$ cat src/sv/pta_pkg.sv
// Shared types and constants for the peer table with aging.
// Request and result payloads, table entry layout, event and register codes.
// No dependencies.
package pta_pkg;

	localparam int TABLE_DEPTH_DEF = 16;
	localparam int MAX_EVENTS      = 16;

	localparam logic [1:0] EV_ADD  = 2'd0;
	localparam logic [1:0] EV_DEL  = 2'd1;
	localparam logic [1:0] EV_FULL = 2'd2;

	localparam logic [1:0] CFG_REPLY_CODE = 2'd0;
	localparam logic [1:0] CFG_MAX_AGE    = 2'd1;

	localparam logic [7:0]  REPLY_CODE_RST = 8'd1;
	localparam logic [31:0] MAX_AGE_RST    = 32'd5000;

	typedef struct packed {
		logic        func;
		logic [7:0]  response_code;
		logic [31:0] host;
		logic [31:0] sender_host;
		logic [15:0] port;
		logic [15:0] elapsed;
	} req_t;

	typedef struct packed {
		logic [1:0]  event_res;
		logic [3:0]  slot;
		logic [31:0] peer_host;
		logic [15:0] peer_port;
		logic        last;
	} res_t;

	typedef struct packed {
		logic [31:0] host;
		logic [15:0] port;
		logic [31:0] age;
	} entry_t;

	typedef enum logic [2:0] {
		ST_IDLE,
		ST_READ,
		ST_EVAL,
		ST_ADD,
		ST_FLUSH
	} state_t;

endpackage

$ cat src/sv/pta_ram.sv
// Synchronous table memory: one write port, one read port, registered read data.
// Depends on pta_pkg for default sizes.
module pta_ram #(
	parameter int DEPTH = pta_pkg::TABLE_DEPTH_DEF,
	parameter int WIDTH = $bits(pta_pkg::entry_t),
	localparam int ADDR_W = $clog2(DEPTH)
) (
	input  logic              clk,
	input  logic              we,
	input  logic [ADDR_W-1:0] waddr,
	input  logic [WIDTH-1:0]  wdata,
	input  logic              re,
	input  logic [ADDR_W-1:0] raddr,
	output logic [WIDTH-1:0]  rdata
);

	logic [WIDTH-1:0] mem [DEPTH];

	always_ff @(posedge clk) begin
		if (we) begin
			mem[waddr] <= wdata;
		end
		if (re) begin
			rdata <= mem[raddr];
		end
	end

endmodule

$ cat src/sv/peer_table_with_aging.sv
// Peer table with aging: top level with the slot walker and configuration registers.
// Depends on pta_pkg and pta_ram.
//
// Each request walks the slots of the table memory, a read state and then an
// evaluate and write-back state per slot, because the memory has registered read
// data and one port each way. A tick walks every slot from the highest down; a
// reply walks up from slot 0 and then adds the peer or reports the table full,
// but ends early when it finds a known peer in some slot. A reply that fails the
// code check is dropped without a walk. A stall on the result side can hold the
// walk. Valid bits are flip-flops cleared by reset, so no clearing pass is
// needed. Deletions on a tick are reported from the highest slot down, at most
// sixteen per tick.
module peer_table_with_aging #(
	parameter int TABLE_DEPTH = pta_pkg::TABLE_DEPTH_DEF
) (
	input  logic          clk,
	input  logic          arst_n,
	input  logic          cfg_valid,
	output logic          cfg_ready,
	input  logic [1:0]    cfg_index,
	input  logic [31:0]   cfg_data,
	input  logic          req_valid,
	output logic          req_stall,
	input  pta_pkg::req_t req,
	output logic          res_valid,
	input  logic          res_stall,
	output pta_pkg::res_t res
);

	localparam int SLOT_W = $clog2(TABLE_DEPTH);
	localparam int CNT_W  = $clog2(pta_pkg::MAX_EVENTS + 1);
	localparam logic [SLOT_W-1:0] SLOT_LAST = SLOT_W'(TABLE_DEPTH - 1);

	pta_pkg::state_t state_q, state_d;
	logic [SLOT_W-1:0] idx_q, idx_d;
	logic [SLOT_W-1:0] free_q, free_d;
	logic              free_v_q, free_v_d;
	logic [CNT_W-1:0]  cnt_q, cnt_d;
	logic              pend_v_q, pend_v_d;
	pta_pkg::res_t     pend_q, pend_d;
	logic              res_v_q, res_v_d;
	pta_pkg::res_t     res_q, res_d;
	logic [TABLE_DEPTH-1:0] valid_q, valid_d;
	logic              func_q, func_d;
	logic [31:0]       host_q, host_d;
	logic [15:0]       port_q, port_d;
	logic [15:0]       elapsed_q, elapsed_d;
	logic [7:0]        reply_code_q;
	logic [31:0]       max_age_q;

	logic              mem_we;
	logic [SLOT_W-1:0] mem_waddr;
	pta_pkg::entry_t   mem_wdata;
	logic              mem_re;
	pta_pkg::entry_t   rd_entry;

	logic [32:0]       age_sum;
	logic [31:0]       age_new;
	logic              res_free;
	logic              hit_del;
	logic              key_match;

	pta_ram #(
		.DEPTH(TABLE_DEPTH),
		.WIDTH($bits(pta_pkg::entry_t))
	) u_ram (
		.clk  (clk),
		.we   (mem_we),
		.waddr(mem_waddr),
		.wdata(mem_wdata),
		.re   (mem_re),
		.raddr(idx_q),
		.rdata(rd_entry)
	);

	assign cfg_ready = 1'b1;
	assign req_stall = (state_q != pta_pkg::ST_IDLE);
	assign res_valid = res_v_q;
	assign res       = res_q;
	assign res_free  = !res_v_q || !res_stall;

	assign age_sum   = {1'b0, rd_entry.age} + 33'(elapsed_q);
	assign age_new   = age_sum[32] ? 32'hFFFF_FFFF : age_sum[31:0];
	assign key_match = valid_q[idx_q] && (rd_entry.host == host_q)
		&& (rd_entry.port == port_q);
	assign hit_del   = valid_q[idx_q] && (age_new > max_age_q)
		&& (cnt_q < CNT_W'(pta_pkg::MAX_EVENTS));

	always_comb begin
		state_d   = state_q;
		idx_d     = idx_q;
		free_d    = free_q;
		free_v_d  = free_v_q;
		cnt_d     = cnt_q;
		pend_v_d  = pend_v_q;
		pend_d    = pend_q;
		valid_d   = valid_q;
		func_d    = func_q;
		host_d    = host_q;
		port_d    = port_q;
		elapsed_d = elapsed_q;
		res_v_d   = res_v_q && res_stall;
		res_d     = res_q;
		mem_we    = 1'b0;
		mem_waddr = idx_q;
		mem_wdata = rd_entry;
		mem_re    = 1'b0;
		unique case (state_q)
			pta_pkg::ST_IDLE: begin
				if (req_valid) begin
					func_d    = req.func;
					host_d    = (req.host == 32'd0) ? req.sender_host : req.host;
					port_d    = req.port;
					elapsed_d = req.elapsed;
					free_v_d  = 1'b0;
					cnt_d     = '0;
					idx_d     = req.func ? SLOT_LAST : '0;
					if (req.func || req.response_code == reply_code_q) begin
						state_d = pta_pkg::ST_READ;
					end
				end
			end
			pta_pkg::ST_READ: begin
				mem_re  = 1'b1;
				state_d = pta_pkg::ST_EVAL;
			end
			pta_pkg::ST_EVAL: begin
				if (!func_q) begin
					if (key_match) begin
						mem_we        = 1'b1;
						mem_wdata.age = '0;
						state_d       = pta_pkg::ST_IDLE;
					end else begin
						if (!valid_q[idx_q] && !free_v_q) begin
							free_v_d = 1'b1;
							free_d   = idx_q;
						end
						if (idx_q == SLOT_LAST) begin
							state_d = pta_pkg::ST_ADD;
						end else begin
							idx_d   = idx_q + 1'b1;
							state_d = pta_pkg::ST_READ;
						end
					end
				end else if (!(hit_del && pend_v_q && !res_free)) begin
					if (valid_q[idx_q]) begin
						mem_we        = 1'b1;
						mem_wdata.age = age_new;
					end
					if (hit_del) begin
						valid_d[idx_q] = 1'b0;
						cnt_d          = cnt_q + 1'b1;
						if (pend_v_q) begin
							res_v_d = 1'b1;
							res_d   = pend_q;
						end
						pend_v_d = 1'b1;
						pend_d   = '{event_res: pta_pkg::EV_DEL, slot: 4'(idx_q),
							peer_host: rd_entry.host, peer_port: rd_entry.port,
							last: 1'b0};
					end
					if (idx_q == '0) begin
						state_d = pta_pkg::ST_FLUSH;
					end else begin
						idx_d   = idx_q - 1'b1;
						state_d = pta_pkg::ST_READ;
					end
				end
			end
			pta_pkg::ST_ADD: begin
				pend_v_d = 1'b1;
				if (free_v_q) begin
					mem_we            = 1'b1;
					mem_waddr         = free_q;
					mem_wdata         = '{host: host_q, port: port_q, age: 32'd0};
					valid_d[free_q]   = 1'b1;
					pend_d = '{event_res: pta_pkg::EV_ADD, slot: 4'(free_q),
						peer_host: host_q, peer_port: port_q, last: 1'b0};
				end else begin
					pend_d = '{event_res: pta_pkg::EV_FULL, slot: 4'd0,
						peer_host: host_q, peer_port: port_q, last: 1'b0};
				end
				state_d = pta_pkg::ST_FLUSH;
			end
			pta_pkg::ST_FLUSH: begin
				if (!pend_v_q) begin
					state_d = pta_pkg::ST_IDLE;
				end else if (res_free) begin
					res_v_d    = 1'b1;
					res_d      = pend_q;
					res_d.last = 1'b1;
					pend_v_d   = 1'b0;
					state_d    = pta_pkg::ST_IDLE;
				end
			end
			default: begin
				state_d = pta_pkg::ST_IDLE;
			end
		endcase
	end

	always_ff @(posedge clk or negedge arst_n) begin
		if (!arst_n) begin
			state_q      <= pta_pkg::ST_IDLE;
			idx_q        <= '0;
			free_v_q     <= 1'b0;
			cnt_q        <= '0;
			pend_v_q     <= 1'b0;
			res_v_q      <= 1'b0;
			valid_q      <= '0;
			reply_code_q <= pta_pkg::REPLY_CODE_RST;
			max_age_q    <= pta_pkg::MAX_AGE_RST;
		end else begin
			state_q  <= state_d;
			idx_q    <= idx_d;
			free_v_q <= free_v_d;
			cnt_q    <= cnt_d;
			pend_v_q <= pend_v_d;
			res_v_q  <= res_v_d;
			valid_q  <= valid_d;
			if (cfg_valid) begin
				unique case (cfg_index)
					pta_pkg::CFG_REPLY_CODE: reply_code_q <= cfg_data[7:0];
					pta_pkg::CFG_MAX_AGE:    max_age_q    <= cfg_data;
					default: begin
					end
				endcase
			end
		end
	end

	always_ff @(posedge clk) begin
		free_q    <= free_d;
		pend_q    <= pend_d;
		res_q     <= res_d;
		func_q    <= func_d;
		host_q    <= host_d;
		port_q    <= port_d;
		elapsed_q <= elapsed_d;
	end

endmodule
$ cat config.mk
export PLATFORM = sky130hd
export DESIGN_NAME = peer_table_with_aging
export DESIGN_NICKNAME = d
export VERILOG_FILES = /design/src/sv/pta_pkg.sv /design/src/sv/pta_ram.sv /design/src/sv/peer_table_with_aging.sv
export SDC_FILE = /design/constraint.sdc
export NUM_CORES = 2
export LEC_CHECK = 0
export ABC_AREA = 1
export BUFFER_PORTS_ARGS = -buffer_cell sky130_fd_sc_hd__buf_2
export CAP_MARGIN = 25
export CORE_MARGIN = 10
export CORE_UTILIZATION = 33
export CTS_CLUSTER_SIZE = 20
export DETAILED_ROUTE_END_ITERATION = 10
export PLACE_DENSITY = 0.51
export SLEW_MARGIN = 15
export SYNTH_ARGS = -nofsm -noshare
export SYNTH_HDL_FRONTEND = slang
export SYNTH_SLANG_ARGS = --single-unit
$ cat constraint.sdc
create_clock -name clk -period 7.1 [get_ports clk]
set_clock_uncertainty 0.05 [all_clocks]
set_input_delay 1.065 -clock clk [delete_from_list [all_inputs] [get_ports clk]]
set_output_delay 1.065 -clock clk [all_outputs]
set_load 0.005 [all_outputs]
After elaboration in Yosys (flattened, before gate mapping)
Memories as Yosys holds them, arrays and structs flattened. A register that Yosys moved wholly into a read port is not among the register bits.
Cells that the tools add are included.
{"block": "totals", "register_bits": 250, "latchBits": 0, "mem_bits_rw": 1280, "mem_bits_ro": 0, "input_bits": 144, "out_inout_bits": 58, "wordCells": 188, "memories": 1}
{"block": "op_classes", "addsub": 4, "mul": 0, "n_div": 0, "n_lt_le_gt_ge": 6, "n_eq_ne": 26, "shift": 0, "mux": 84, "bitwise_logic": 5, "n_reduce_logical": 38}
{"name": "u_ram.mem", "depth": 16, "word_bits": 80, "read_ports": 1, "rd_clocked_by_memory_dff": 1, "wr": 1, "line": "pta_ram.sv:17", "source": "logic [WIDTH-1:0] mem [DEPTH];"}
{"cell": "$mux W55", "n": 10}
{"cell": "$pmux W55 S2", "n": 2}
{"cell": "$mux W32", "n": 6}
{"cell": "$mux W80", "n": 1}
{"cell": "$mux W16", "n": 4}
{"cell": "$pmux W32 S2", "n": 1}
{"cell": "$mux W48", "n": 1}
{"cell": "$mux W4", "n": 9}
{"cell": "$add A32 B16 Y33", "n": 1}
{"cell": "$eq A32 B32 Y1", "n": 1}
{"cell": "$gt A32 B32 Y1", "n": 1}
{"cell": "$logic_not A32 Y1", "n": 1}
{"cell": "$pmux W16 S2", "n": 1}
{"cell": "$mux W1", "n": 26}
{"cell": "$ne A2 B2 Y1 const B", "n": 12}
{"cell": "$mux W3", "n": 7}
{"cell": "$mux W5", "n": 4}
{"cell": "$and A16 B16 Y16", "n": 1}
{"cell": "$eq A16 B16 Y1", "n": 1}
{"cell": "$not A16 Y16", "n": 1}
{"cell": "$or A16 B16 Y16", "n": 1}
{"cell": "$reduce_and A4 Y1", "n": 4}
{"cell": "$ne A3 B3 Y1 const B", "n": 5}
{"cell": "$pmux W3 S5", "n": 1}
{"cell": "other kinds (32)", "n": 61}

Longest topological paths before layout
{"block": "logic_depth", "word_depth": 12, "mapped_depth": 30, "depth_no_buf": 28}

Cells and area by module
From an unflattened synthesis, not the netlist that was laid out.
{"block": "unflattened", "cells_unflattened": 7372, "hier_area_um2": 72948.7}
{"module": "pta_ram", "n_inst": 1, "cells_per_inst": 5255, "area_each_um2": 56995.9, "seq_area_each_um2": 40839.2}
{"module": "peer_table_with_aging", "n_inst": 1, "cells_per_inst": 2117, "area_each_um2": 15952.8, "seq_area_each_um2": 7129.3}

Worst setup path before layout
No wires, ideal clock.
{"block": "synth_path", "path_kind": "flip-flop to flip-flop", "start": "register u_ram.rdata[0] (read register of u_ram.mem)", "end": "memory u_ram.mem[12][0] (netlist name) (enable)", "setup_ps": 519, "arrival_time_ps": 6664, "setup_slack_ps": -133, "stages_incl_launch_ff": 25, "n_path_buf": 1, "synth_period_minus_slack_ps": 7233, "path_cell_list": "edfxtp_1 > ha_1 > fa_1 > nand2_1 > nand3_1 > nand3_1 > nand2_1 > nand3_1 > nand2_2 > nand2_2 > buf_2 > nand3_1 > ha_1 > nand2_1 > nor2_1 > nand4_1 > nor2_1 > nand2_1 > nand2_1 > nor2_4 > nand3_4 > nand3_1 > nand3_2 > nand3_1 > nor2_1"}
{"block": "synth_between", "elab_chain_len": 12}
{"item": "start: declaration", "line": "pta_ram.sv:14", "source": "output logic [WIDTH-1:0] rdata"}
{"item": "$add A32 B16 Y33", "line": "peer_table_with_aging.sv:82", "source": "assign age_sum = {1'b0, rd_entry.age} + 33'(elapsed_q);"}
{"item": "$mux W32", "line": "peer_table_with_aging.sv:83", "source": "assign age_new = age_sum[32] ? 32'hFFFF_FFFF : age_sum[31:0];"}
{"item": "$gt A32 B32 Y1", "line": "peer_table_with_aging.sv:86", "source": "assign hit_del = valid_q[idx_q] && (age_new > max_age_q)"}
{"item": "$logic_and A1 B1 Y1", "line": "peer_table_with_aging.sv:86"}
{"item": "$logic_and A1 B1 Y1", "line": "peer_table_with_aging.sv:87", "source": "&& (cnt_q < CNT_W'(pta_pkg::MAX_EVENTS));"}
{"item": "$logic_and A1 B1 Y1 (2 in a row)", "line": "peer_table_with_aging.sv:145", "source": "end else if (!(hit_del && pend_v_q && !res_free)) begin"}
{"item": "$mux W1", "line": "peer_table_with_aging.sv:145"}
{"item": "$mux W1", "line": "peer_table_with_aging.sv:128", "source": "if (!func_q) begin"}
{"item": "$pmux W1 S2", "line": "peer_table_with_aging.sv:108", "source": "unique case (state_q)"}
{"item": "$mux W1", "line": "pta_ram.sv:20", "source": "if (we) begin"}
{"item": "$mux W1 (not written as such)", "line": "pta_ram.sv:21", "source": "mem[waddr] <= wdata;"}
{"item": "end: declaration", "line": "pta_ram.sv:17"}
No other way between the ends.

Worst setup path after layout
{"block": "layout_path", "start": "register u_ram.rdata[0] (read register of u_ram.mem)", "end": "memory u_ram.mem[3][68] (netlist name) (enable)"}
The elaborated chain is that of the path after synthesis.

==> metrics.yaml <==
cts:
  clock-root-buffer: "clkbuf_16"
  cts_buffer_depth: 3
  cts_tree: "done"
  cts_hold_buffers: 0
  htreeDepth: 4
  clk-insertion-delay-late_ns: 0.81
  cts.sink_count: 1609
  cts_made_buffers: 174
  clkTransAtPathRegs_ns: 0.06
  ctsResizeCount: 0
  post_cts.repair.setup_buffers: 0
setup_path:
  cp_slowest_cell: "nand2_2"
  critPathKind: "reg -> reg"
  required_ns: 7.48
  crit_path_end_kind: "register"
  crit_start: "u_ram.rdata[0]"
  slowest_delay_ns: 0.57
  rr_worst_depth: 22
  crit_fanout: 34
  rrSetupSlack_ns: 1.02
  cp.arrival_ns: 6.47
  crit_chain: "ha_1 > fa_1 > nand2_1 > nand3_1 > nand3_1 > nand2_1 > nand3_1 > nand2_2 > nand2_2 > nand3_1 > ha_1 > a21oi_1 > o21a_1 > nand2_1 > nor2_1 > nand2_1 > nand3_4 > nand3_1 > nand3_2 > nand2_1 > nor2_4 > buf_4"
  timing.rr.start: "u_ram.rdata[0]"
  reg2reg_to: "u_ram.mem[3][68]"
  startpoint_type: "register"
sta:
  worst_pin_slew_ns: 1.07
  finalSetupViolations: 0
  setup_ws_ns: 1.02
  holdWs_ns: 0.151
  drv_slew: 0
  period_needed_ns: 6.08
  hold_violations: 0
  grt_setup_unrepaired: "false"
  fmax_mhz: 164
  finalCritPeriodShare_pct: 85.7
  slew_headroom_pct: 28.1
die:
  core_um2: 195000
  die_y_um: 464
  num_rows: 162
  initial_utilization_pct: 33.3
  dieWidth_um: 464
  dieArea_um2: 215000
  io_pins: 202
logic_synthesis:
  synthArstFlopShare_pct: 4.41
  yosysTopAreaCell: "edfxtp_1"
  synth_edf_count: 1538
  synth_top_area_share_pct: 71.0
  syn-num-nets: 4854
  ys_types: 53
  yosysMostFrequentCell: "edfxtp_1"
  synth_cells: 4657
  ys_ff_latch: 1609
  syn-cell-area_um2: 65000
  syn_avg_cell_area_um2: 14.0
  synth_area_leaders: "edfxtp_1, a22oi_1, nand2_1"
  ys_warn_count: 0
  ys_seq_area_share_pct: 73.8
  synth_flop_cell: "edfxtp_1"
  synth_commonest_cells: "edfxtp_1, nand2_1, a22oi_1, inv_1, o21ai_0"
routing:
  wl_per_cell_um: 24.4
  met3WireLength_mm: 11.7
  wl_mm: 187
  top_layer: "met4"
  vias: 39600
  ant_nets: 0
  firstDrtPassIters: 5
  drt_iter0_drc: 3790
  vias_per_cell: 5.17
  wl_met2_mm: 86.4
  route.detailed.drc: 0
  wl_met1_mm: 85.6
grt:
  grt_use_total_pct: 16.8
  antenna_found_initial: 6
  grt_overflow: 0
  grt_max_degree: 148
  grt_pass1_vias: 39500
  grt_pass1_wl_mm: 274
placement:
  port_buffers: 200
  pre_cts_slack_ns: 1.08
  place.gp.congestion: 0.822
  dp_hpwl_mm: 109
power:
  vdd_drop_max_v: 0.000297
  power.density_nw_per_um2: 438
  leakagePower_uw: 0.0262
flow_run:
  drv_cap: 0
cells_and_area:
  multiInputGateArea_um2: 14900
  ff_latch_area_um2: 48000
  syn_to_final_growth_pct: 15.6
  layout-drive-gt1-share_pct: 12.8
  fillCellCount: 18400
  nNetsFinal: 5101
outcome:
  status: "complete, no violations"
worst_hold_path:
  hp-class: "in -> async"
cell usage in the layout (no fill, tap or decap), types with 9 or more instances in the layout:
master,n
a2111o_1,80
a21boi_0,154
a21oi_1,150
a22oi_1,640
buf_12,28
buf_2,199
buf_4,93
bufinv_16,11
clkbuf_1,35
clkbuf_16,177
clkinv_1,47
clkinv_2,29
dfrtp_1,65
edfxtp_1,1538
ha_1,51
inv_1,317
nand2_1,727
nand3_1,107
nand4_1,67
nor2_1,110
nor2_4,27
nor3_1,14
o21ai_0,156
o21ai_1,50
o21ai_2,9
o21bai_1,11
or2_2,17
xnor2_1,25
xor2_1,23
power breakdown:
group,switching [uW],leakage (uW),internal [uW]
sequential,640,0.0148,13100
clock,3750,0.00266,4980
combinational,7510,0.00870,2960
layer usage:
metal  vias to the layer above  global-route usage, %
li1                      18100                      -
met1                     20000                   23.9
met2                      1275                   26.6
met3                       222                   3.12
met4                         0                   4.13
met5                         -                      0
sequential cells by signal, summed over array words and instances, names as in the netlist:
signal and count:
res 55, u_ram.mem 1280, u_ram.rdata 80, free_q 4
pend_v_q 1, elapsed_q 16, max_age_q 32, func_q 1
res_valid 1, idx_q 4, pend_q 54, state_q 3
host_q 32, free_v_q 1, port_q 16, valid_q 16
reply_code_q 8, cnt_q 5
worst max path at each step:
stage | end | slack [ns] | cells past startpoint
finish | u_ram.mem[3][68] | 1.02 | 22
global route | u_ram.mem[3][58] | 0.58 | 23
CTS | u_ram.mem[3][68] | 1.02 | 22
detailed placement | u_ram.mem[3][72] | 1.08 | 22
global placement | u_ram.mem[3][72] | 1.20 | 22
floorplan | u_ram.mem[12][0] | -0.13 | 24
stage by stage:
stage | total power (uW) | setup TNS (ns) | instances | utilization, % | instance area, um2
6_report | 32900 | 0 | 7673 | 38.5 | 75100
5_1_grt | 34700 | 0 | 7671 | 38.5 | 75100
4_1_cts | 33200 | 0 | 7663 | 38.4 | 75100
3_5_place_dp | 24400 | 0 | 7345 | 35.6 | 69600
3_3_place_gp | 24400 | 0 | 7341 | 35.6 | 69600
2_1_floorplan | 20000 | -52.94 | 4657 | - | 65100
critical path, delay by kind of cell, from the launching register on:
kind            cells  cell delay, ns
compound gates      2            0.29
fa+ha+maj           3            1.02
buf+inv             1            0.50
flops               1            0.44
simple gates       16            3.36
area by class of cell:
type | count | share of cell area [%]
multi-input combinational | 2475 | 19.9
clock buffer | 212 | 6.07
inverter | 322 | 1.62
sequential | 1609 | 63.8
clock inverter | 106 | 1.17
timing repair buffer | 322 | 3.06
tap | 2624 | 4.37
antenna | 3 | 0.00999
cell families after synthesis:
family                     synth area share (%)
DFF                                        73.8
adders and majority gates                  1.04
AOI/OAI and AO/OA                          13.7
xor gates and xnor gates                  0.646
buffers and inverters                      3.58
and+or+nand+nor                            7.24
other                                   0.00577
Note: power is estimated with default switching activity, not from simulation.
